==> src/hw/rtl/tssp_pkg.sv <==
`timescale 1ns / 1ps
// ============================================================================
// Timed stimulus sequence player package
// Shared constants, operation codes and the structs that travel between the
// configuration block, the sequencer, the shared arithmetic unit and the top.
// ============================================================================
package tssp_pkg;

    // Default depth of the entry table.
    localparam int TABLE_DEPTH_DEF = 256;

    // Configuration port geometry: six 32-bit registers at byte address 4*i.
    localparam int CFG_ADDR_W = 5;
    localparam int CFG_DATA_W = 32;

    // Configuration register indexes (paddr[4:2]).
    localparam logic [2:0] REG_START_INDEX   = 3'd0;
    localparam logic [2:0] REG_ELEMENT_COUNT = 3'd1;
    localparam logic [2:0] REG_LOOP_COUNT    = 3'd2;
    localparam logic [2:0] REG_JUMP_BACK     = 3'd3;
    localparam logic [2:0] REG_TRIGGER_MASK  = 3'd4;
    localparam logic [2:0] REG_SEQUENCE_ID   = 3'd5;

    // Config word upper half that marks a delay-only (dummy) entry.
    localparam logic [15:0] DUMMY_ID = 16'hFFFF;

    // Run status codes in the low half; the finished code is a whole word.
    localparam logic [15:0] RUN_STARTED  = 16'd1;
    localparam logic [15:0] RUN_LOOPING  = 16'd2;
    localparam logic [31:0] RUN_FINISHED = 32'd3;

    // Width of one table row: config word over delay.
    localparam int ENTRY_W = 64;

    // Input transaction modes.
    typedef enum logic [1:0] {
        MODE_LOAD  = 2'd0,
        MODE_START = 2'd1,
        MODE_STOP  = 2'd2,
        MODE_TICK  = 2'd3
    } mode_t;

    // Shared arithmetic unit operations.
    typedef enum logic {
        ALU_ADD = 1'b0,
        ALU_SUB = 1'b1
    } alu_op_t;

    typedef struct packed {
        alu_op_t     op;
        logic [31:0] a;
        logic [31:0] b;
    } alu_req_t;

    // For a subtract, carry high means a >= b (no borrow).
    typedef struct packed {
        logic [31:0] sum;
        logic        carry;
    } alu_res_t;

    // Sequencer states.
    typedef enum logic [3:0] {
        ST_IDLE,
        ST_LOAD_RED,
        ST_LOAD_WR,
        ST_START_RED,
        ST_JUMP_RED,
        ST_START_DUE,
        ST_TICK_CMP,
        ST_TICK_FIRE,
        ST_TICK_NEXT,
        ST_TICK_LOOP,
        ST_TICK_BACK,
        ST_TICK_RELOAD,
        ST_DONE
    } state_t;

    // Configuration register values.
    typedef struct packed {
        logic [7:0]  start_index;
        logic [15:0] element_count;
        logic [15:0] loop_count;
        logic [7:0]  jump_back;
        logic [15:0] trigger_mask;
        logic [15:0] sequence_id;
    } cfg_t;

    // One finished result.
    typedef struct packed {
        logic        fired;
        logic [7:0]  electrode_config_id;
        logic [31:0] trigger_word;
        logic [31:0] element_status;
        logic [31:0] run_status;
        logic        running;
    } res_t;

endpackage

==> src/hw/rtl/tssp_alu.sv <==
`timescale 1ns / 1ps
// ============================================================================
// Shared 32-bit add / subtract unit
// Serves every time add, time compare, counter decrement and index reduction
// of the sequencer, one operation per cycle.
// ============================================================================
module tssp_alu (
    input  tssp_pkg::alu_req_t req,
    output tssp_pkg::alu_res_t res
);

    logic [32:0] sum_wide;
    logic [31:0] b_eff;
    logic        sub;

    // Subtraction is an add of the inverted operand with a carry in.
    always_comb begin
        sub      = (req.op == tssp_pkg::ALU_SUB);
        b_eff    = sub ? ~req.b : req.b;
        sum_wide = {1'b0, req.a} + {1'b0, b_eff} + {32'd0, sub};
        res.sum   = sum_wide[31:0];
        res.carry = sum_wide[32];
    end

endmodule

==> config.mk <==
export PLATFORM = sky130hd
export DESIGN_NAME = tssp_alu
export DESIGN_NICKNAME = d
export VERILOG_FILES = /design/src/hw/rtl/tssp_pkg.sv /design/src/hw/rtl/tssp_alu.sv
export SDC_FILE = /design/constraint.sdc
export NUM_CORES = 1
export LEC_CHECK = 0
export BUFFER_PORTS_ARGS = -buffer_cell sky130_fd_sc_hd__buf_4
export CAP_MARGIN = 20
export CORE_MARGIN = 4
export CORE_UTILIZATION = 50
export DETAILED_ROUTE_END_ITERATION = 16
export MAX_ROUTING_LAYER = met4
export PLACE_DENSITY = 0.82
export REMOVE_ABC_BUFFERS = 1
export SLEW_MARGIN = 10
export SYNTH_ARGS = -nofsm -noshare
export SYNTH_HDL_FRONTEND = slang
export SYNTH_SLANG_ARGS = --single-unit
==> constraint.sdc <==
create_clock -name vclk -period 3.95
set_input_delay 0.395 -clock vclk [all_inputs]
set_output_delay 0.395 -clock vclk [all_outputs]
set_load 0.05 [all_outputs]
==> flow_metrics.py <==
metrics = {
    "status": {
        "status": "finished, final reports clean",
    },
    "timing": {
        "relSlewSlack_pct": 69.2,
        "worstMarginPinSlew_ns": 0.462,
        "fin_setup_tns_ns": 0,
        "hold_violations": 0,
        "slew_viol_final": 0,
        "finalCritPeriodShare_pct": 93.4,
        "grt_setup_unrepaired": "false",
        "fmax_ghz": 0.271,
        "min_period_ns": 3.69,
        "finalSetupViolCount": 0,
    },
    "run": {
        "drv_cap": 0,
    },
    "critical_path": {
        "crit_arrival_ns": 3.29,
        "end_kind": "output port",
        "start_kind": "primary input",
        "path_max_fanout": 18,
        "worstPathRequired_ns": 3.56,
        "crit_type": "primary input to output port",
    },
    "global_route": {
        "track_usage_pct": 23.4,
        "grt_max_degree": 19,
        "grt_pass1_vias": 2412,
        "grt_pass1_wl_um": 10300,
        "antenna_found_initial": 0,
        "gr-total-overflow": 0,
    },
    "detailed_routing": {
        "first_pass_iters": 4,
        "vias_per_cell": 5.80,
        "finalWirelength_um": 6220,
        "antenna_left": 0,
        "num_vias": 2482,
        "drc_errors": 0,
        "drt_iter0_drc": 168,
        "wire_per_inst_um": 14.5,
    },
    "placement": {
        "dp.cells": 428,
        "place_area_um2": 2890,
        "io_buffers": 98,
        "dp_hpwl_um": 5350,
        "gp_congestion": 0.866,
    },
    "yosys": {
        "ys_seq_area_share_pct": 0,
        "avgSynthCellArea_um2": 7.36,
        "synth_cell_type_count": 46,
        "synthesis.area_um2": 2110,
        "netlist.area_leader.share_pct": 20.2,
        "synth_cells": 286,
        "synth_warnings": 0,
        "synth_top_cell_by_area": "ha_1",
        "synthTopCellsByArea": "ha_1 20%, xor2_1 17%, a21oi_1 7.4%, xnor2_1 7.1%, a21o_1 5.7%",
    },
    "cells_and_area": {
        "drive_gt1_share_pct": 27.8,
        "regArea_um2": 0,
        "seq_cells": 0,
        "post-route-util_pct": 71.7,
        "layout_common_cells": "100 x buf_4, 41 x xor2_1, 34 x ha_1",
        "num-clock-buffers": 0,
        "area_growth_pct": 37.3,
        "stdcell_area_um2": 2890,
        "layout_commonest_cell": "buf_4",
        "nets": 480,
        "fin_cells": 428,
        "fill_cells": 358,
        "antenna_cells": 0,
    },
    "floorplanning": {
        "rows": 23,
        "initial_core_util_pct": 52.3,
        "coreArea_um2": 4030,
        "design.die.area_um2": 5310,
        "die-width_um": 72.9,
        "die_y_um": 72.9,
        "io_pins": 98,
    },
    "power": {
        "pwr_density_cell_nw_per_um2": 390,
        "power.total_mw": 1.13,
        "power_leakage_nw": 1.49,
        "ir_drop_uv": 236,
    },
    "worst_hold_path": {
        "hp-class": "primary input to output port",
    },
}
-- worst max-delay path, stage by stage --
cell	delay, ns
buf_4	0.26
xor2_1	0.22
inv_1	0.08
fa_1	0.43
nor2b_1	0.20
o21bai_1	0.12
a31oi_1	0.32
o211a_1	0.30
a31o_2	0.23
a2111oi_0	0.11
nor4bb_1	0.34
buf_4	0.26
-- cell families (layout without fill, tap and decap cells) --
| logic type | after synthesis | count (layout) | synth area share, % |
|---|---|---|---|
| adders and majority gates | 35 | 35 | 21.2 |
| AOI/OAI and AO/OA | 102 | 102 | 32.9 |
| and+or+nand+nor | 72 | 72 | 17.7 |
| buffers and inverters | 17 | 109 | 3.15 |
| muxes | 2 | 2 | 0.951 |
| xor gates and xnor gates | 58 | 58 | 24.1 |
-- per-layer routing --
metal	routed length, um	up-vias	track usage, %
li1	-	1249	-
met1	2820	1151	29.7
met2	3050	78	42.1
met3	307	4	1.10
met4	41	0	3.07
met5	0	-	-
-- metrics by stage --
stage,hold slack [ns],setup slack (ns)
finish,1.11,0.262
global route,1.13,0.0453
CTS,1.12,0.292
detailed placement,1.12,0.292
global placement,1.12,0.390
floorplan,1.06,-0.144
-- cells in the mapped netlist (all sizes together) --
cell / count
a21o: 16
o31a: 1
o22ai: 3
nand2b: 2
o221ai: 2
a31o: 1
a21oi: 31
inv: 9
a221o: 3
o211a: 1
o2111ai: 1
o21bai: 6
clkbuf: 6
a2111oi: 1
xnor2: 17
nand4: 3
fa: 1
nor2: 10
a211oi: 4
a211o: 3
nor4bb: 1
or4: 1
o21a: 5
nor4b: 1
a21boi: 2
and2: 4
buf: 2
a311oi: 1
nand3: 12
nand2: 19
or4b: 1
or3: 2
a41oi: 1
or2: 1
xor2: 41
ha: 34
o211ai: 5
nor3: 3
o21ai: 9
nor2b: 5
a31oi: 2
and3: 6
and4: 1
mux2i: 2
o31ai: 4
-- repair_timing --
item	CTS	global route
gates resized for setup	0	1
hold buffers	0	0
setup endpoints to repair	0	1
setup buffers	0	0
-- area by class of cell --
type | count | area [um2] | area share, %
Tap cell | 50 | 62.6 | 2.16
Multi-Input combinational cell | 269 | 2040 | 70.7
Inverter | 9 | 33.8 | 1.17
Timing Repair Buffer | 100 | 751 | 26.0
-- path summary, 6_finish.rpt --
| check | from | to | slack, ns | depth (start not counted) |
|---|---|---|---|---|
| setup / recovery | req[64] | res[29] | 0.26 | 12 |
| hold / removal | req[32] | res[1] | 1.11 | 3 |
-- report_power, final --
group | switching, mW | internal, mW | leakage, nW
Clock | 0 | 0 | 0
Combinational | 0.735 | 0.393 | 1.49
Sequential | 0 | 0 | 0
Total | 0.735 | 0.393 | 1.49
No activity file was read; power rests on OpenSTA's default activity.
