$ cat config.mk
export PLATFORM = sky130hd
export DESIGN_NAME = tssp_cfg
export DESIGN_NICKNAME = d
export VERILOG_FILES = /design/src/hw/rtl/tssp_pkg.sv /design/src/hw/rtl/tssp_cfg.sv
export SDC_FILE = /design/constraint.sdc
export NUM_CORES = 1
export LEC_CHECK = 0
export ABC_AREA = 1
export BUFFER_PORTS_ARGS = -buffer_cell sky130_fd_sc_hd__buf_2
export CAP_MARGIN = 25
export CORE_UTILIZATION = 50
export DETAILED_ROUTE_END_ITERATION = 10
export GPL_TIMING_DRIVEN = 0
export PLACE_DENSITY = 0.89
export SYNTH_ARGS = -nofsm -noshare
export SYNTH_HDL_FRONTEND = slang
export SYNTH_SLANG_ARGS = --single-unit
$ cat constraint.sdc
create_clock -name aclk -period 1.4 [get_ports aclk]
set_clock_uncertainty 0.15 [all_clocks]
set_input_delay 0 -clock aclk [delete_from_list [all_inputs] [get_ports aclk]]
set_output_delay 0 -clock aclk [all_outputs]
set_load 0.05 [all_outputs]
$ cat src/hw/rtl/tssp_pkg.sv
`timescale 1ns / 1ps
// ============================================================================
// Timed stimulus sequence player package
// Shared constants, operation codes and the structs that travel between the
// configuration block, the sequencer, the shared arithmetic unit and the top.
// ============================================================================
package tssp_pkg;

    // Default depth of the entry table.
    localparam int TABLE_DEPTH_DEF = 256;

    // Configuration port geometry: six 32-bit registers at byte address 4*i.
    localparam int CFG_ADDR_W = 5;
    localparam int CFG_DATA_W = 32;

    // Configuration register indexes (paddr[4:2]).
    localparam logic [2:0] REG_START_INDEX   = 3'd0;
    localparam logic [2:0] REG_ELEMENT_COUNT = 3'd1;
    localparam logic [2:0] REG_LOOP_COUNT    = 3'd2;
    localparam logic [2:0] REG_JUMP_BACK     = 3'd3;
    localparam logic [2:0] REG_TRIGGER_MASK  = 3'd4;
    localparam logic [2:0] REG_SEQUENCE_ID   = 3'd5;

    // Config word upper half that marks a delay-only (dummy) entry.
    localparam logic [15:0] DUMMY_ID = 16'hFFFF;

    // Run status codes in the low half; the finished code is a whole word.
    localparam logic [15:0] RUN_STARTED  = 16'd1;
    localparam logic [15:0] RUN_LOOPING  = 16'd2;
    localparam logic [31:0] RUN_FINISHED = 32'd3;

    // Width of one table row: config word over delay.
    localparam int ENTRY_W = 64;

    // Input transaction modes.
    typedef enum logic [1:0] {
        MODE_LOAD  = 2'd0,
        MODE_START = 2'd1,
        MODE_STOP  = 2'd2,
        MODE_TICK  = 2'd3
    } mode_t;

    // Shared arithmetic unit operations.
    typedef enum logic {
        ALU_ADD = 1'b0,
        ALU_SUB = 1'b1
    } alu_op_t;

    typedef struct packed {
        alu_op_t     op;
        logic [31:0] a;
        logic [31:0] b;
    } alu_req_t;

    // For a subtract, carry high means a >= b (no borrow).
    typedef struct packed {
        logic [31:0] sum;
        logic        carry;
    } alu_res_t;

    // Sequencer states.
    typedef enum logic [3:0] {
        ST_IDLE,
        ST_LOAD_RED,
        ST_LOAD_WR,
        ST_START_RED,
        ST_JUMP_RED,
        ST_START_DUE,
        ST_TICK_CMP,
        ST_TICK_FIRE,
        ST_TICK_NEXT,
        ST_TICK_LOOP,
        ST_TICK_BACK,
        ST_TICK_RELOAD,
        ST_DONE
    } state_t;

    // Configuration register values.
    typedef struct packed {
        logic [7:0]  start_index;
        logic [15:0] element_count;
        logic [15:0] loop_count;
        logic [7:0]  jump_back;
        logic [15:0] trigger_mask;
        logic [15:0] sequence_id;
    } cfg_t;

    // One finished result.
    typedef struct packed {
        logic        fired;
        logic [7:0]  electrode_config_id;
        logic [31:0] trigger_word;
        logic [31:0] element_status;
        logic [31:0] run_status;
        logic        running;
    } res_t;

endpackage

$ cat src/hw/rtl/tssp_cfg.sv
`timescale 1ns / 1ps
// ============================================================================
// Configuration register block
// APB-style register file holding the six sequence setup registers.
// ============================================================================
module tssp_cfg (
    input  logic                            aclk,
    input  logic                            aresetn,
    input  logic                            psel,
    input  logic                            penable,
    input  logic                            pwrite,
    input  logic [tssp_pkg::CFG_ADDR_W-1:0] paddr,
    input  logic [tssp_pkg::CFG_DATA_W-1:0] pwdata,
    output logic [tssp_pkg::CFG_DATA_W-1:0] prdata,
    output logic                            pready,
    output tssp_pkg::cfg_t                  cfg
);

    tssp_pkg::cfg_t cfg_reg;
    tssp_pkg::cfg_t cfg_next;
    logic [2:0]     reg_idx;
    logic           wr_en;

    assign reg_idx = paddr[4:2];
    assign wr_en   = psel && penable && pwrite;
    assign pready  = 1'b1;

    // Register write decode.
    always_comb begin
        cfg_next = cfg_reg;
        if (wr_en) begin
            case (reg_idx)
                tssp_pkg::REG_START_INDEX:   cfg_next.start_index   = pwdata[7:0];
                tssp_pkg::REG_ELEMENT_COUNT: cfg_next.element_count = pwdata[15:0];
                tssp_pkg::REG_LOOP_COUNT:    cfg_next.loop_count    = pwdata[15:0];
                tssp_pkg::REG_JUMP_BACK:     cfg_next.jump_back     = pwdata[7:0];
                tssp_pkg::REG_TRIGGER_MASK:  cfg_next.trigger_mask  = pwdata[15:0];
                tssp_pkg::REG_SEQUENCE_ID:   cfg_next.sequence_id   = pwdata[15:0];
                default:                     cfg_next = cfg_reg;
            endcase
        end
    end

    always_ff @(posedge aclk) begin
        if (!aresetn) begin
            cfg_reg <= '{start_index: 8'd0, element_count: 16'd0, loop_count: 16'd1,
                         jump_back: 8'd0, trigger_mask: 16'd0, sequence_id: 16'd0};
        end else begin
            cfg_reg <= cfg_next;
        end
    end

    // Read data mux.
    always_comb begin
        case (reg_idx)
            tssp_pkg::REG_START_INDEX:   prdata = {24'd0, cfg_reg.start_index};
            tssp_pkg::REG_ELEMENT_COUNT: prdata = {16'd0, cfg_reg.element_count};
            tssp_pkg::REG_LOOP_COUNT:    prdata = {16'd0, cfg_reg.loop_count};
            tssp_pkg::REG_JUMP_BACK:     prdata = {24'd0, cfg_reg.jump_back};
            tssp_pkg::REG_TRIGGER_MASK:  prdata = {16'd0, cfg_reg.trigger_mask};
            tssp_pkg::REG_SEQUENCE_ID:   prdata = {16'd0, cfg_reg.sequence_id};
            default:                     prdata = '0;
        endcase
    end

    assign cfg = cfg_reg;

endmodule

==> flow_summary.ini <==
[run_status]
outcome = finished with violations
failed_checks = setup timing

[cts]
clkTransAtPathRegs_ns = 0.09
cts_max_path_buffers = 2
cts.htree.levels = 3
clock-sinks = 80
clock_latency_ns = 0.36
cts_buffers = 9
tritoncts = yes
cts_root_buf = clkbuf_8

[synthesis]
syn_area_mm2 = 0.00415
syn_inst = 668
syn_avg_cell_area_um2 = 6.22
yosysWarnings = 0
ys_seq_elements = 80
yosysSeqAreaShare_pct = 38.6
synth_cell_types = 18

[setup_path]
timing.rr.start = cfg[6]$_SDFFE_PN0P_
r2r_setup_slack_ns = 0.52
reg2reg_depth = 3
r2r-end = cfg[6]$_SDFFE_PN0P_
worst-setup-path-type = reg2out
crit_path_top_delay_cell = dfxtp_2
cpPeakStageDelay_ns = 0.35
start_kind = register
cpMostUsedCell = nand2_1
crit_arrival_ns = 1.27
crit_chain = nand3_2 -> nand2_1 -> nor2_2 -> nand2_1 -> buf_6
cp_max_fo = 3
critPathCaptureType = output pin
cp.required_ns = 1.25

[finish]
final_cell_mix = 192 x nand2_1, 162 x nor2_1, 110 x buf_2
drive_gt1_share_pct = 31.5
fill_cells = 648
largest_reg_flops = 80
final_util_pct = 72.6
areaGrowthSynthToFinish_pct = 37.9
fin_area_mm2 = 0.00573
nets = 884
num_antenna_cells = 0
fin_cells = 949
layout_commonest_cell = nand2_1

[sta]
fin_crit_sh_pct = 101
max_slew_margin_pct = 53.0
final_hold_viol_count = 0
rsz0062_at_grt = yes
worst_slew_pin_slew_ns = 0.706
slew_viol_final = 0
max_freq_mhz = 704
min_period_ns = 1.42
layout_setup_ws_ns = -0.0207
setup_viol = 4

[drt]
final_antenna_net_count = 0
wire_per_inst_um = 15.5
drc = 0
wl_um = 14700
via_count = 5042
first_iter_violations = 471
viasPerCell = 5.31
dr.pass1.iters = 5

[global_route]
grt_pass1_vias = 4496
grt_pass1_wl_um = 22000
globalRoute.totalOverflow = 0
grt_use_total_pct = 33.5
grt_max_degree = 15
antenna_found_initial = 0

[floorplan]
die_x_um = 93.1
rows = 32
fp.dieH_um = 93.1
dieArea_mm2 = 0.00867
core_area_mm2 = 0.00789
start_util_pct = 52.6
ioPinCount = 155

[hold_path]
whs_endpoint = cfg[19]$_SDFFE_PN0P_
hp-start = paddr[2]
hold_class = in2reg
holdPathStages = 6

[placed_design]
placed_cell_area_mm2 = 0.00492
dp_hpwl_um = 10000
port_buffers = 117
post-place-ws_ns = -0.204
place_inst = 902
gp_congestion = 0.957

[power_and_ir_drop]
netSwitchingPower_mw = 1.54
p_leak_nw = 2.97
internal-power_mw = 3.73
p_sw_share_pct = 29.3
p_comb_share_pct = 15.7
clockPowerShare_pct = 40.1
pwr-share-seq_pct = 44.2
powerDensity_mw_per_mm2 = 921
peakVddDrop_uv = 558
p_total_mw = 5.27

[run]
cap_violations = 0
[critical path: cells and delay by family (launching register included)]
kind	cells	cell delay [ns]
and+or+nand+nor	4	0.39
buffers and inverters	1	0.16
DFF	1	0.35
[cell families (layout without fill, tap and decap cells)]
kind of cell | Yosys count | in the layout | share of synthesized area (%)
other cells | 2 | 17 | 0.181
compound gates | 2 | 2 | 0.241
simple gates | 482 | 482 | 48.7
flops | 80 | 80 | 38.6
buf+inv | 102 | 266 | 12.3
[cell usage after synthesis]
| library cell | n | area [um^2] |
|---|---|---|
| buf_1 | 6 | 22.5 |
| buf_2 | 15 | 75.1 |
| clkbuf_1 | 9 | 33.8 |
| inv_2 | 2 | 7.51 |
| nand2_1 | 203 | 762 |
| nor2_4 | 4 | 45.0 |
| buf_6 | 1 | 11.3 |
| nor2_2 | 6 | 37.5 |
| nand3_2 | 3 | 30.0 |
| a21oi_1 | 1 | 5.00 |
| nand3_1 | 74 | 370 |
| buf_4 | 27 | 203 |
| conb_1 | 2 | 7.51 |
| o21ai_0 | 1 | 5.00 |
| nand4_1 | 23 | 144 |
| nor2_1 | 169 | 634 |
| dfxtp_1 | 80 | 1600 |
| inv_1 | 42 | 158 |
[cell type report]
type	count	area, um^2	share of cell area, %
inverters	44	165	2.88
well taps	102	128	2.23
clock buffers	9	124	2.16
multi-input cells	501	2200	38.4
clock inverters	7	120	2.10
plain buffers	58	375	6.55
flip-flops and latches	80	1650	28.8
repair buffers	148	971	17.0
[through the flow]
stage	TNS (ns)	hold WS [ns]
final	-0.0459	0.0321
after detailed placement	-2.81	0.0944
after global routing	-0.520	0.0678
after global placement	-2.73	0.0948
after CTS	-0.0140	0.0131
after floorplan	0	-0.0238
[per-layer routing]
| layer | vias up | GRT usage, % | part of all wire (%) |
|---|---|---|---|
| met1 | 2225 | 41.1 | 37 |
| met2 | 376 | 51.9 | 45 |
| met4 | 0 | 22.3 | 5.7 |
| met3 | 67 | 8.13 | 12 |
| li1 | 2374 | - | - |
| met5 | - | 0 | 0 |
[power groups by stage]
stage | registers (mW) | clock network [mW] | logic [mW]
floorplan | 2.48 | 0 | 0.441
detailed placement | 2.38 | 0 | 0.719
finish | 2.33 | 2.12 | 0.829
global route | 2.33 | 2.21 | 0.874
global placement | 2.38 | 0 | 0.714
CTS | 2.33 | 2.10 | 0.775
[repair_timing]
| action | in CTS | in global routing |
|---|---|---|
| buffers inserted | 1 | 12 |
| cloned | 0 | 1 |
| gates resized for setup | 51 | 69 |
| pin swaps | 4 | 18 |
| endpoints found under the hold margin | 72 | 0 |
| hold buffers | 17 | 0 |
| setup endpoints to repair | 16 | 17 |
[worst max path at each step]
stage	startpoint	endpoint	slack (ns)
global placement	paddr[3]	prdata[8]	-0.22
global route	cfg[3]$_SDFFE_PN0P_	prdata[3]	-0.07
floorplan	cfg[32]$_SDFFE_PN0P_	prdata[0]	0.02
detailed placement	paddr[3]	prdata[2]	-0.20
finish	cfg[75]$_SDFFE_PN0P_	prdata[3]	-0.02
CTS	cfg[35]$_SDFFE_PN0P_	prdata[3]	-0.01
No activity file was read; power rests on OpenSTA's default activity.
