--- src/hw/rtl/tssp_pkg.sv ---
`timescale 1ns / 1ps
// ============================================================================
// Timed stimulus sequence player package
// Shared constants, operation codes and the structs that travel between the
// configuration block, the sequencer, the shared arithmetic unit and the top.
// ============================================================================
package tssp_pkg;

    // Default depth of the entry table.
    localparam int TABLE_DEPTH_DEF = 256;

    // Configuration port geometry: six 32-bit registers at byte address 4*i.
    localparam int CFG_ADDR_W = 5;
    localparam int CFG_DATA_W = 32;

    // Configuration register indexes (paddr[4:2]).
    localparam logic [2:0] REG_START_INDEX   = 3'd0;
    localparam logic [2:0] REG_ELEMENT_COUNT = 3'd1;
    localparam logic [2:0] REG_LOOP_COUNT    = 3'd2;
    localparam logic [2:0] REG_JUMP_BACK     = 3'd3;
    localparam logic [2:0] REG_TRIGGER_MASK  = 3'd4;
    localparam logic [2:0] REG_SEQUENCE_ID   = 3'd5;

    // Config word upper half that marks a delay-only (dummy) entry.
    localparam logic [15:0] DUMMY_ID = 16'hFFFF;

    // Run status codes in the low half; the finished code is a whole word.
    localparam logic [15:0] RUN_STARTED  = 16'd1;
    localparam logic [15:0] RUN_LOOPING  = 16'd2;
    localparam logic [31:0] RUN_FINISHED = 32'd3;

    // Width of one table row: config word over delay.
    localparam int ENTRY_W = 64;

    // Input transaction modes.
    typedef enum logic [1:0] {
        MODE_LOAD  = 2'd0,
        MODE_START = 2'd1,
        MODE_STOP  = 2'd2,
        MODE_TICK  = 2'd3
    } mode_t;

    // Shared arithmetic unit operations.
    typedef enum logic {
        ALU_ADD = 1'b0,
        ALU_SUB = 1'b1
    } alu_op_t;

    typedef struct packed {
        alu_op_t     op;
        logic [31:0] a;
        logic [31:0] b;
    } alu_req_t;

    // For a subtract, carry high means a >= b (no borrow).
    typedef struct packed {
        logic [31:0] sum;
        logic        carry;
    } alu_res_t;

    // Sequencer states.
    typedef enum logic [3:0] {
        ST_IDLE,
        ST_LOAD_RED,
        ST_LOAD_WR,
        ST_START_RED,
        ST_JUMP_RED,
        ST_START_DUE,
        ST_TICK_CMP,
        ST_TICK_FIRE,
        ST_TICK_NEXT,
        ST_TICK_LOOP,
        ST_TICK_BACK,
        ST_TICK_RELOAD,
        ST_DONE
    } state_t;

    // Configuration register values.
    typedef struct packed {
        logic [7:0]  start_index;
        logic [15:0] element_count;
        logic [15:0] loop_count;
        logic [7:0]  jump_back;
        logic [15:0] trigger_mask;
        logic [15:0] sequence_id;
    } cfg_t;

    // One finished result.
    typedef struct packed {
        logic        fired;
        logic [7:0]  electrode_config_id;
        logic [31:0] trigger_word;
        logic [31:0] element_status;
        logic [31:0] run_status;
        logic        running;
    } res_t;

endpackage

--- src/hw/rtl/tssp_seq.sv ---
`timescale 1ns / 1ps
// ============================================================================
// Sequence player sequencer
// Steps one input transaction through the table RAM and the shared
// arithmetic unit, holding the run state between transactions.
// ============================================================================
module tssp_seq #(
    parameter int  TABLE_DEPTH = tssp_pkg::TABLE_DEPTH_DEF,
    localparam int IW          = $clog2(TABLE_DEPTH)
) (
    input  logic                          aclk,
    input  logic                          aresetn,
    input  logic                          s_valid,
    output logic                          s_ready,
    input  logic [1:0]                    s_mode,
    input  logic [31:0]                   s_time_now,
    input  logic [7:0]                    s_entry_index,
    input  logic [31:0]                   s_entry_word,
    input  logic [31:0]                   s_entry_delay,
    input  tssp_pkg::cfg_t                cfg,
    output tssp_pkg::alu_req_t            alu_req,
    input  tssp_pkg::alu_res_t            alu_res,
    output logic                          ram_we,
    output logic [IW-1:0]                 ram_waddr,
    output logic [tssp_pkg::ENTRY_W-1:0]  ram_wdata,
    output logic                          ram_re,
    output logic [IW-1:0]                 ram_raddr,
    input  logic [tssp_pkg::ENTRY_W-1:0]  ram_rdata,
    output tssp_pkg::res_t                res,
    output logic                          res_valid,
    input  logic                          res_ready
);

    localparam logic [31:0] DEPTH_W = 32'(TABLE_DEPTH);
    localparam logic [IW-1:0] LAST_IDX = IW'(TABLE_DEPTH - 1);
    localparam logic [IW-1:0] DEPTH_WRAP = IW'(TABLE_DEPTH);

    // Control and run state.
    tssp_pkg::state_t state_reg, state_next;
    logic [IW-1:0]    cur_idx_reg, cur_idx_next;
    logic [15:0]      entries_reg, entries_next;
    logic [15:0]      loops_reg, loops_next;
    logic [31:0]      due_reg, due_next;
    logic             enabled_reg, enabled_next;
    logic [31:0]      elem_status_reg, elem_status_next;
    logic [31:0]      run_status_reg, run_status_next;

    // Latched transaction and working registers.
    tssp_pkg::mode_t  mode_reg, mode_next;
    logic [31:0]      now_reg, now_next;
    logic [31:0]      word_in_reg, word_in_next;
    logic [31:0]      delay_in_reg, delay_in_next;
    logic [7:0]       acc_reg, acc_next;
    logic [IW-1:0]    jump_red_reg, jump_red_next;
    logic [7:0]       jump_raw_reg, jump_raw_next;
    logic [15:0]      mask_reg, mask_next;
    logic             fired_reg, fired_next;
    logic [7:0]       eid_reg, eid_next;
    logic [31:0]      trig_reg, trig_next;

    // Helpers.
    logic [IW-1:0]    inc_idx;
    logic [IW-1:0]    back_idx;
    logic [31:0]      mask_ext;
    logic [31:0]      mask_spread;
    logic [31:0]      trig_val;
    logic [31:0]      rd_word;
    logic [31:0]      rd_delay;

    assign rd_word  = ram_rdata[63:32];
    assign rd_delay = ram_rdata[31:0];

    // Next index with wrap at the table end, and the step back of a pass end.
    assign inc_idx  = (cur_idx_reg == LAST_IDX) ? '0 : cur_idx_reg + IW'(1);
    assign back_idx = alu_res.sum[IW-1:0] + (alu_res.carry ? '0 : DEPTH_WRAP);

    // Trigger word: mask spread by three lines, then mirrored to the upper half.
    assign mask_ext    = {16'd0, mask_reg};
    assign mask_spread = mask_ext | (mask_ext << 3);
    assign trig_val    = mask_spread | (mask_spread << 16);

    assign s_ready = (state_reg == tssp_pkg::ST_IDLE);

    // Sequencer: next state, shared unit operands and RAM control.
    always_comb begin
        state_next       = state_reg;
        cur_idx_next     = cur_idx_reg;
        entries_next     = entries_reg;
        loops_next       = loops_reg;
        due_next         = due_reg;
        enabled_next     = enabled_reg;
        elem_status_next = elem_status_reg;
        run_status_next  = run_status_reg;
        mode_next        = mode_reg;
        now_next         = now_reg;
        word_in_next     = word_in_reg;
        delay_in_next    = delay_in_reg;
        acc_next         = acc_reg;
        jump_red_next    = jump_red_reg;
        jump_raw_next    = jump_raw_reg;
        mask_next        = mask_reg;
        fired_next       = fired_reg;
        eid_next         = eid_reg;
        trig_next        = trig_reg;

        alu_req   = '{op: tssp_pkg::ALU_ADD, a: '0, b: '0};
        ram_we    = 1'b0;
        ram_waddr = IW'(acc_reg);
        ram_wdata = {word_in_reg, delay_in_reg};
        ram_re    = 1'b0;
        ram_raddr = cur_idx_reg;
        res_valid = 1'b0;

        case (state_reg)
            tssp_pkg::ST_IDLE: begin
                if (s_valid) begin
                    mode_next     = tssp_pkg::mode_t'(s_mode);
                    now_next      = s_time_now;
                    word_in_next  = s_entry_word;
                    delay_in_next = s_entry_delay;
                    fired_next    = 1'b0;
                    eid_next      = '0;
                    trig_next     = '0;
                    case (tssp_pkg::mode_t'(s_mode))
                        tssp_pkg::MODE_LOAD: begin
                            acc_next   = s_entry_index;
                            state_next = tssp_pkg::ST_LOAD_RED;
                        end
                        tssp_pkg::MODE_START: begin
                            acc_next   = cfg.start_index;
                            state_next = tssp_pkg::ST_START_RED;
                        end
                        tssp_pkg::MODE_STOP: begin
                            enabled_next = 1'b0;
                            state_next   = tssp_pkg::ST_DONE;
                        end
                        tssp_pkg::MODE_TICK: begin
                            state_next = enabled_reg ? tssp_pkg::ST_TICK_CMP
                                                     : tssp_pkg::ST_DONE;
                        end
                        default: state_next = tssp_pkg::ST_DONE;
                    endcase
                end
            end

            // Reduce the load index below the table depth by repeated subtraction.
            tssp_pkg::ST_LOAD_RED: begin
                alu_req = '{op: tssp_pkg::ALU_SUB, a: {24'd0, acc_reg}, b: DEPTH_W};
                if (alu_res.carry) begin
                    acc_next = alu_res.sum[7:0];
                end else begin
                    state_next = tssp_pkg::ST_LOAD_WR;
                end
            end

            tssp_pkg::ST_LOAD_WR: begin
                ram_we     = 1'b1;
                state_next = tssp_pkg::ST_DONE;
            end

            // Reduce the start index, then the jump-back distance.
            tssp_pkg::ST_START_RED: begin
                alu_req = '{op: tssp_pkg::ALU_SUB, a: {24'd0, acc_reg}, b: DEPTH_W};
                if (alu_res.carry) begin
                    acc_next = alu_res.sum[7:0];
                end else begin
                    cur_idx_next = IW'(acc_reg);
                    acc_next     = cfg.jump_back;
                    state_next   = tssp_pkg::ST_JUMP_RED;
                end
            end

            tssp_pkg::ST_JUMP_RED: begin
                alu_req = '{op: tssp_pkg::ALU_SUB, a: {24'd0, acc_reg}, b: DEPTH_W};
                if (alu_res.carry) begin
                    acc_next = alu_res.sum[7:0];
                end else begin
                    jump_red_next = IW'(acc_reg);
                    ram_re        = 1'b1;
                    ram_raddr     = cur_idx_reg;
                    state_next    = tssp_pkg::ST_START_DUE;
                end
            end

            // First due time and the run state copy.
            tssp_pkg::ST_START_DUE: begin
                alu_req = '{op: tssp_pkg::ALU_ADD, a: now_reg, b: rd_delay};
                due_next      = alu_res.sum;
                entries_next  = cfg.element_count;
                loops_next    = cfg.loop_count;
                jump_raw_next = cfg.jump_back;
                mask_next     = cfg.trigger_mask;
                if (cfg.element_count != 16'd0) begin
                    run_status_next = {cfg.sequence_id, tssp_pkg::RUN_STARTED};
                    enabled_next    = 1'b1;
                end
                state_next = tssp_pkg::ST_DONE;
            end

            // Unsigned time compare: fire when now >= due.
            tssp_pkg::ST_TICK_CMP: begin
                alu_req = '{op: tssp_pkg::ALU_SUB, a: now_reg, b: due_reg};
                if (alu_res.carry) begin
                    ram_re     = 1'b1;
                    ram_raddr  = cur_idx_reg;
                    state_next = tssp_pkg::ST_TICK_FIRE;
                end else begin
                    state_next = tssp_pkg::ST_DONE;
                end
            end

            // Fire the current entry unless it is a dummy, and count it off.
            tssp_pkg::ST_TICK_FIRE: begin
                if (rd_word[31:16] != tssp_pkg::DUMMY_ID) begin
                    fired_next       = 1'b1;
                    eid_next         = rd_word[23:16];
                    trig_next        = trig_val;
                    elem_status_next = {8'd0, rd_word[31:24], 16'(cur_idx_reg)};
                end
                alu_req = '{op: tssp_pkg::ALU_SUB, a: {16'd0, entries_reg}, b: 32'd1};
                entries_next = alu_res.sum[15:0];
                if (alu_res.sum[15:0] != 16'd0) begin
                    cur_idx_next = inc_idx;
                    ram_re       = 1'b1;
                    ram_raddr    = inc_idx;
                    state_next   = tssp_pkg::ST_TICK_NEXT;
                end else begin
                    state_next = tssp_pkg::ST_TICK_LOOP;
                end
            end

            tssp_pkg::ST_TICK_NEXT: begin
                alu_req    = '{op: tssp_pkg::ALU_ADD, a: due_reg, b: rd_delay};
                due_next   = alu_res.sum;
                state_next = tssp_pkg::ST_DONE;
            end

            // End of a pass: another pass or the finish.
            tssp_pkg::ST_TICK_LOOP: begin
                alu_req = '{op: tssp_pkg::ALU_SUB, a: {16'd0, loops_reg}, b: 32'd1};
                loops_next = alu_res.sum[15:0];
                if (alu_res.sum[15:0] != 16'd0) begin
                    state_next = tssp_pkg::ST_TICK_BACK;
                end else begin
                    run_status_next = tssp_pkg::RUN_FINISHED;
                    enabled_next    = 1'b0;
                    state_next      = tssp_pkg::ST_DONE;
                end
            end

            // Step back over the looped tail, wrapping below zero.
            tssp_pkg::ST_TICK_BACK: begin
                alu_req = '{op: tssp_pkg::ALU_SUB, a: 32'(cur_idx_reg), b: 32'(jump_red_reg)};
                cur_idx_next    = back_idx;
                entries_next    = 16'(jump_raw_reg) + 16'd1;
                run_status_next = {loops_reg, tssp_pkg::RUN_LOOPING};
                ram_re          = 1'b1;
                ram_raddr       = back_idx;
                state_next      = tssp_pkg::ST_TICK_RELOAD;
            end

            tssp_pkg::ST_TICK_RELOAD: begin
                alu_req    = '{op: tssp_pkg::ALU_ADD, a: now_reg, b: rd_delay};
                due_next   = alu_res.sum;
                state_next = tssp_pkg::ST_DONE;
            end

            // Hand the result to the output stage.
            tssp_pkg::ST_DONE: begin
                res_valid = 1'b1;
                if (res_ready) begin
                    state_next = tssp_pkg::ST_IDLE;
                end
            end

            default: state_next = tssp_pkg::ST_IDLE;
        endcase
    end

    assign res = '{fired: fired_reg, electrode_config_id: eid_reg, trigger_word: trig_reg,
                   element_status: elem_status_reg, run_status: run_status_reg,
                   running: enabled_reg};

    // State and run registers are cleared by reset; working registers are not.
    always_ff @(posedge aclk) begin
        if (!aresetn) begin
            state_reg       <= tssp_pkg::ST_IDLE;
            cur_idx_reg     <= '0;
            entries_reg     <= '0;
            loops_reg       <= '0;
            due_reg         <= '0;
            enabled_reg     <= 1'b0;
            elem_status_reg <= '0;
            run_status_reg  <= '0;
        end else begin
            state_reg       <= state_next;
            cur_idx_reg     <= cur_idx_next;
            entries_reg     <= entries_next;
            loops_reg       <= loops_next;
            due_reg         <= due_next;
            enabled_reg     <= enabled_next;
            elem_status_reg <= elem_status_next;
            run_status_reg  <= run_status_next;
        end
        mode_reg     <= mode_next;
        now_reg      <= now_next;
        word_in_reg  <= word_in_next;
        delay_in_reg <= delay_in_next;
        acc_reg      <= acc_next;
        jump_red_reg <= jump_red_next;
        jump_raw_reg <= jump_raw_next;
        mask_reg     <= mask_next;
        fired_reg    <= fired_next;
        eid_reg      <= eid_next;
        trig_reg     <= trig_next;
    end

endmodule

--- config.mk ---
export PLATFORM = sky130hd
export DESIGN_NAME = tssp_seq
export DESIGN_NICKNAME = d
export VERILOG_FILES = /design/src/hw/rtl/tssp_pkg.sv /design/src/hw/rtl/tssp_seq.sv
export SDC_FILE = /design/constraint.sdc
export NUM_CORES = 1
export LEC_CHECK = 0
export ABC_AREA = 0
export CORE_UTILIZATION = 25
export CTS_CLUSTER_SIZE = 24
export DETAILED_ROUTE_END_ITERATION = 12
export DONT_BUFFER_PORTS = 1
export GPL_ROUTABILITY_DRIVEN = 0
export HOLD_SLACK_MARGIN = 0.02
export PLACE_DENSITY = 0.35
export SLEW_MARGIN = 20
export SYNTH_ARGS = -nofsm -noshare
export SYNTH_HDL_FRONTEND = slang
export SYNTH_SLANG_ARGS = --single-unit
--- constraint.sdc ---
create_clock -name aclk -period 6.2 [get_ports aclk]
set_clock_uncertainty 0.05 [all_clocks]
set_input_delay 0.62 -clock aclk [delete_from_list [all_inputs] [get_ports aclk]]
set_output_delay 0.62 -clock aclk [all_outputs]
set_load 0.02 [all_outputs]
==> metrics.csv, run 1 <==
stage;metric;value;unit
sta;Peak Freq;0.225;GHz
route;post-route ant nets;0;
route;DRC violations left;0;
final_layout;layout cell share with drive strength beyond 1;9.77;%
logic_synthesis;Syn. warnings;0;
critical_path;Worst Path Required;5530;ps
flow_run;Max-cap violations;0;
sta;Tcrit/Tclk final;71.6;%
outcome;outcome;finished, final reports clean;
final_layout;post-layout net count;1357;
worst_hold_path;hold path startpoint;s_entry_delay[23];
global_routing;GRT Max-Usage Layer;met2;
clock_tree;total clock sinks;275;
clock_tree;CTS H-tree lvls;2;
route;vias after detailed routing;8910;
clock_tree;clk_lat worst skew;550;ps
floorplanning;Boundary Pins;542;
clock_tree;post-CTS sizing;0;
sta;Final Max Tran Viols;0;
sta;Max-slew headroom;36.7;%
final_layout;commonest non-fill, non-tap cell in the layout;edfxtp_1;
global_routing;pin count of the biggest net entering global routing;55;
global_routing;vias in the first global route;8699;
critical_path;slack of the worst reg-to-reg path;2970;ps
floorplanning;Row Count;80;
route;wirelength, routed;49500;um
floorplanning;full die area;0.0494;mm2
global_routing;initial antenna violation count;11;
critical_path;CP startpoint;state_reg[1];
critical_path;RR Startpoint;state_reg[1];
critical_path;Worst setup SP type;flop;
logic_synthesis;Netlist cell types;75;
sta;setup tns final;0;ps
global_routing;Global Route met3 Usage;6.55;%
worst_hold_path;worst hold path type;primary input to flop;
power;Lkg Pwr;0.00458;uW
floorplanning;Core Area;0.0478;mm2
worst_hold_path;WHS Endpoint;delay_in_reg[23];
global_routing;met2 usage;31.6;%
floorplanning;Die W;222;um
critical_path;terminus of the critical flop-to-flop path;due_reg[13];
sta;Final Hold Viols;0;
logic_synthesis;Seq cells post-synth;275;
global_routing;Overall Global Routing Usage;19.5;%
global_routing;first-pass GRT wire length;69200;um
route;routed length per instance;28.9;um
final_layout;area grow syn2layout;12.5;%
sta;# setup viols final;0;
logic_synthesis;Post-synth ARST share;0;%
worst_hold_path;Hold Crit Depth;0;
critical_path;WP data arrival;3770;ps
clock_tree;clock slew at reported path FFs;60;ps
route;post-DR vias/cell;5.20;
final_layout;Layout Utilization;28.5;%
critical_path;critical setup path kind;flop to output pin;
route;Initial DRT Pass Iterations;7;
power;Pwr Density;504;mW/mm2
sta;worst slew pin tran;947;ps
floorplanning;DIE HEIGHT;222;um
clock_tree;TritonCTS clock tree;done;
logic_synthesis;sequential area share after synthesis;58.9;%
logic_synthesis;cell area after synthesis;0.0121;mm2
global_routing;GRT overflow;0;
logic_synthesis;synthesized instance count;1109;
route;initial drt markers;735;
critical_path;r2r worst-path depth;8;
critical_path;crit-path max FO;37;
final_layout;most frequent cells in the layout;edfxtp_1 (164), nand2_1 (131), dfxtp_1 (111);
clock_tree;Max clock buf depth;3;
clock_tree;Root Driver;clkbuf_16;
logic_synthesis;EDFF count, synth;164;
logic_synthesis;average size of a mapped cell;10.9;um2
placement;detailed placement HPWL;36500;um
sta;RSZ-0062 raised after global routing;no;
clock_tree;# Post-CTS Setup Buffers;0;
floorplanning;Initial Util;25.4;%
power;Peak VDD IR;208;uV
placement;IO buf count;0;
logic_synthesis;Main synth FF type;edfxtp_1;
sta;Final min period;4440;ps
global_routing;GR met1 Demand/Resource;24.1;%
clock_tree;Num CTS Buffers;35;
clock_tree;Hold Buf Count CTS;0;
critical_path;Worst setup EP type;output pin;
critical path, cell delays in order (launching register included):
cell	delay (ps)
dfxtp_1	300
buf_4	230
nand4bb_2	300
buf_4	290
inv_2	580
or2_2	680
buf_4	440
a22o_1	350
how the worst max path moves through the flow:
stage / to / slack [ps]
after global routing: alu_req[27] / 1510
after floorplan: eid_reg[0] / 1250
after global placement: alu_req[27] / 2260
after detailed placement: alu_req[27] / 2290
after CTS: alu_req[27] / 1680
final: alu_req[27] / 1760
per-layer routing:
layer	wire length, um	up-vias
met5	22	-
met4	1470	4
met3	4400	90
met2	23400	439
met1	20200	4346
li1	-	4031
final cells by class:
class	count	area, um2
well taps	615	769
fillers	4934	34200
inverters	14	53.8
flip-flops and latches	275	7150
repair buffers	21	178
clock inverters	20	226
clock buffers	44	910
multi-input cells	721	4350
diodes	5	12.5
cell usage after synthesis (all sizes together) (3+ instances only):
master     n  area (um2)
nand2b     8        50.1
a21oi     75         398
nand4bb    3        33.8
and2      13        81.3
a22oi     40         300
inv       14        52.6
mux2i     15         150
a32oi      3        26.3
a221o     11         110
nand4      8        56.3
nor4      12         100
o221a      3        33.8
a311oi     3        26.3
xor2       5        43.8
xnor2      4        35.0
nor2b     12        75.1
a21boi     3        22.5
nor3      24         136
nand2    132         498
nand3     13        65.1
or2        4        25.0
o32ai      3        45.1
a211oi    26         200
nor2     101         389
a31oi     10        62.6
a22o      44         385
clkbuf    39         146
o21ai     44         224
o221ai     8        70.1
edfxtp   164        4920
dfxtp    111        2220
o211ai     3        22.5
buf       89         597
o22ai     15        93.8
a222oi    16         160
report_power, final:
group	switching, uW	leakage, uW	internal, uW
Combinational	1130	0.00160	430
Clock	861	0.000543	1190
Sequential	734	0.00244	2540
Total	2730	0.00458	4150
logic make-up (layout without fill, tap and decap cells):
family | Yosys count | count (layout) | synth area share [%]
AO/OA/AOI/OAI | 321 | 321 | 19.0
XOR/XNOR | 9 | 9 | 0.650
adder cells (fa/ha/maj) | 2 | 2 | 0.206
buffers and inverters | 142 | 99 | 6.56
flip-flops | 275 | 275 | 58.9
multiplexers | 16 | 16 | 1.33
other | 1 | 35 | 0.0309
AND/OR/NAND/NOR | 343 | 343 | 13.3
metrics by stage:
stage	std cells	power [uW]	instance area, um2	setup slack [ps]	hold WS [ps]
final	1715	6880	13700	1760	94.7
after CTS	1709	6970	13600	1680	62.6
after detailed placement	1645	4880	12500	2290	407
after floorplan	1138	4370	12200	1250	389
after global routing	1713	7230	13600	1510	66.1
after global placement	1645	4900	12500	2260	400
Power figures use the tool's default switching activity.
==> run 2: changes to the inputs <==
clock period = 4.6 ns   (was 6.2 ns; I/O delays follow)
==> metrics.csv, run 2 (synthesis gave the netlist of run 1 again) <==
stage;metric;value;unit;change
sta;RSZ-0062 raised after global routing;no;;
global_routing;initial antenna violation count;2;;-9
sta;# setup viols final;0;;unchanged
critical_path;Worst setup EP type;output pin;;
power;Lkg Pwr;0.00534;uW;+17%
global_routing;first-pass GRT wire length;71600;um;+3.5%
sta;Tcrit/Tclk final;85.4;%;
global_routing;vias in the first global route;9603;;+10%
route;Initial DRT Pass Iterations;5;;-2
floorplanning;DIE HEIGHT;222;um;unchanged
sta;Max-slew headroom;33.9;%;-2.8 points
worst_hold_path;Hold Crit Depth;2;;+2
critical_path;most frequent CP cell;a221o_1;;
critical_path;terminus of the critical flop-to-flop path;trig_reg[26];;
sta;worst slew pin tran;982;ps;+34.7 ps
critical_path;CP startpoint;state_reg[1];;
critical_path;slowest stage cell, crit path;dfxtp_1;;
floorplanning;Row Count;80;;unchanged
floorplanning;Core Area;0.0478;mm2;unchanged
route;post-DR vias/cell;5.14;;-1.1%
clock_tree;clock slew at reported path FFs;60;ps;about the same
final_layout;post-layout net count;1530;;+13%
final_layout;most frequent cells in the layout;edfxtp_1 (164), dlygate4sd3_1 (162), nand2_1 (131);;
critical_path;crit-path max FO;37;;unchanged
sta;Final Max Tran Viols;0;;unchanged
critical_path;crit-path cells;nand4b_1 -> clkinv_1 -> buf_4 -> a22o_1 -> a221o_1 -> a221o_1;;
clock_tree;total clock sinks;275;;unchanged
global_routing;pin count of the biggest net entering global routing;52;;-5.5%
critical_path;CP max stage delay;930;ps;+250 ps
power;Peak VDD IR;258;uV;+24%
critical_path;CP bufs+invs;2;;-2
critical_path;Worst Path Required;4090;ps;-1440 ps
sta;Peak Freq;0.255;GHz;
clock_tree;TritonCTS clock tree;done;;
critical_path;r2r worst-path depth;3;;-5
floorplanning;full die area;0.0494;mm2;unchanged
worst_hold_path;hold path startpoint;alu_res[0];;
clock_tree;clk_lat worst skew;540;ps;about the same
placement;detailed placement HPWL;37500;um;+2.8%
floorplanning;Die W;222;um;unchanged
critical_path;critical setup path kind;flop to output pin;;
route;DRC violations left;0;;unchanged
global_routing;GRT overflow;0;;unchanged
clock_tree;Root Driver;clkbuf_16;;
clock_tree;CTS H-tree lvls;2;;unchanged
outcome;outcome;finished, final reports clean;;
clock_tree;Max clock buf depth;3;;unchanged
sta;hold slack;59.7;ps;-34.9 ps
placement;IO buf count;0;;unchanged
final_layout;area grow syn2layout;26.9;%;
clock_tree;Num CTS Buffers;35;;unchanged
global_routing;Overall Global Routing Usage;20.2;%;+0.63 points
route;wirelength, routed;51500;um;+4.0%
sta;Final min period;3930;ps;
final_layout;Seq. cell area;0.00715;mm2;unchanged
critical_path;WP data arrival;3420;ps;-350 ps
route;routed length per instance;27.3;um;-5.3%
placement;Post-Place Worst Slack;1250;ps;-1040 ps
final_layout;Fillers;4911;;-0.47%
worst_hold_path;worst hold path type;primary input to flop;;
worst_hold_path;WHS Endpoint;state_reg[0];;
sta;final worst slack;673;ps;-1080 ps
critical_path;slack of the worst reg-to-reg path;1330;ps;-1640 ps
critical_path;Worst setup SP type;flop;;
critical_path;RR Startpoint;state_reg[1];;
power;Pwr Density;625;mW/mm2;+24%
route;post-route ant nets;0;;unchanged
floorplanning;Initial Util;25.4;%;unchanged
route;vias after detailed routing;9686;;+8.7%
critical_path;critical path's top delay family;flip-flops;;
final_layout;multi-input logic area;0.00436;mm2;about the same
route;initial drt markers;757;;+3.0%
clock_tree;post-CTS sizing;0;;unchanged
final_layout;layout cell share with drive strength beyond 1;9.46;%;-0.31 points
flow_run;Max-cap violations;0;;unchanged
sta;Final Hold Viols;0;;unchanged
floorplanning;Boundary Pins;542;;unchanged
final_layout;commonest non-fill, non-tap cell in the layout;edfxtp_1;;
sta;setup tns final;0;ps;unchanged
## run 2: cell types whose count changed in the layout (fill, tap and decap cells not counted), sizes merged
cell         before  now
buf              21   32
bufinv            3    6
clkbuf           44   42
clkinvlp          3    2
diode             5    2
dlygate4sd3       0  162
## run 2: area by class of cell
type                       instances  area share, %
clock buffer                      42           6.00
timing repair buffer             194           12.1
inverter                          14          0.350
sequential                       275           46.4
antenna                            2         0.0325
tap                              615           5.00
multi-input combinational        721           28.3
clock inverter                    22           1.80
## run 2: through the flow
stage / area (um2) / power (uW) / cells / utilization [%]
6_report: 15400 / 9610 / 1885 / 32.2
2_1_floorplan: 12200 / 5880 / 1138 / -
5_1_grt: 15400 / 10000 / 1885 / 32.2
4_1_cts: 15400 / 9740 / 1883 / 32.2
3_3_place_gp: 12600 / 6640 / 1656 / 26.2
3_5_place_dp: 12600 / 6630 / 1656 / 26.2
## run 2: repair_timing
| action | CTS | global route |
|---|---|---|
| buffers inserted | 0 | 0 |
| endpoints found under the hold margin | 183 | 0 |
| hold buffers | 163 | 0 |
## run 2: power by group
group          internal, uW  switching [uW]  leakage, uW
clock                  1780            1140     0.000580
sequential             3420            1060      0.00244
combinational           690            1530      0.00232
total                  5890            3730      0.00534
## run 2: how the worst max path moves through the flow
stage	end	slack, ps	cells after the start
floorplan	eid_reg[0]	730	6
CTS	alu_req[37]	650	6
global route	alu_req[38]	460	6
detailed placement	alu_req[34]	1250	5
global placement	alu_req[37]	1290	6
finish	alu_req[37]	670	6
## run 2: metal layers
layer	up-vias	routed length (um)	track usage, %
met5	-	0	0
met4	0	1190	6.23
met3	62	4760	6.60
met2	488	24800	33.6
met1	4773	20800	24.5
li1	4363	-	-
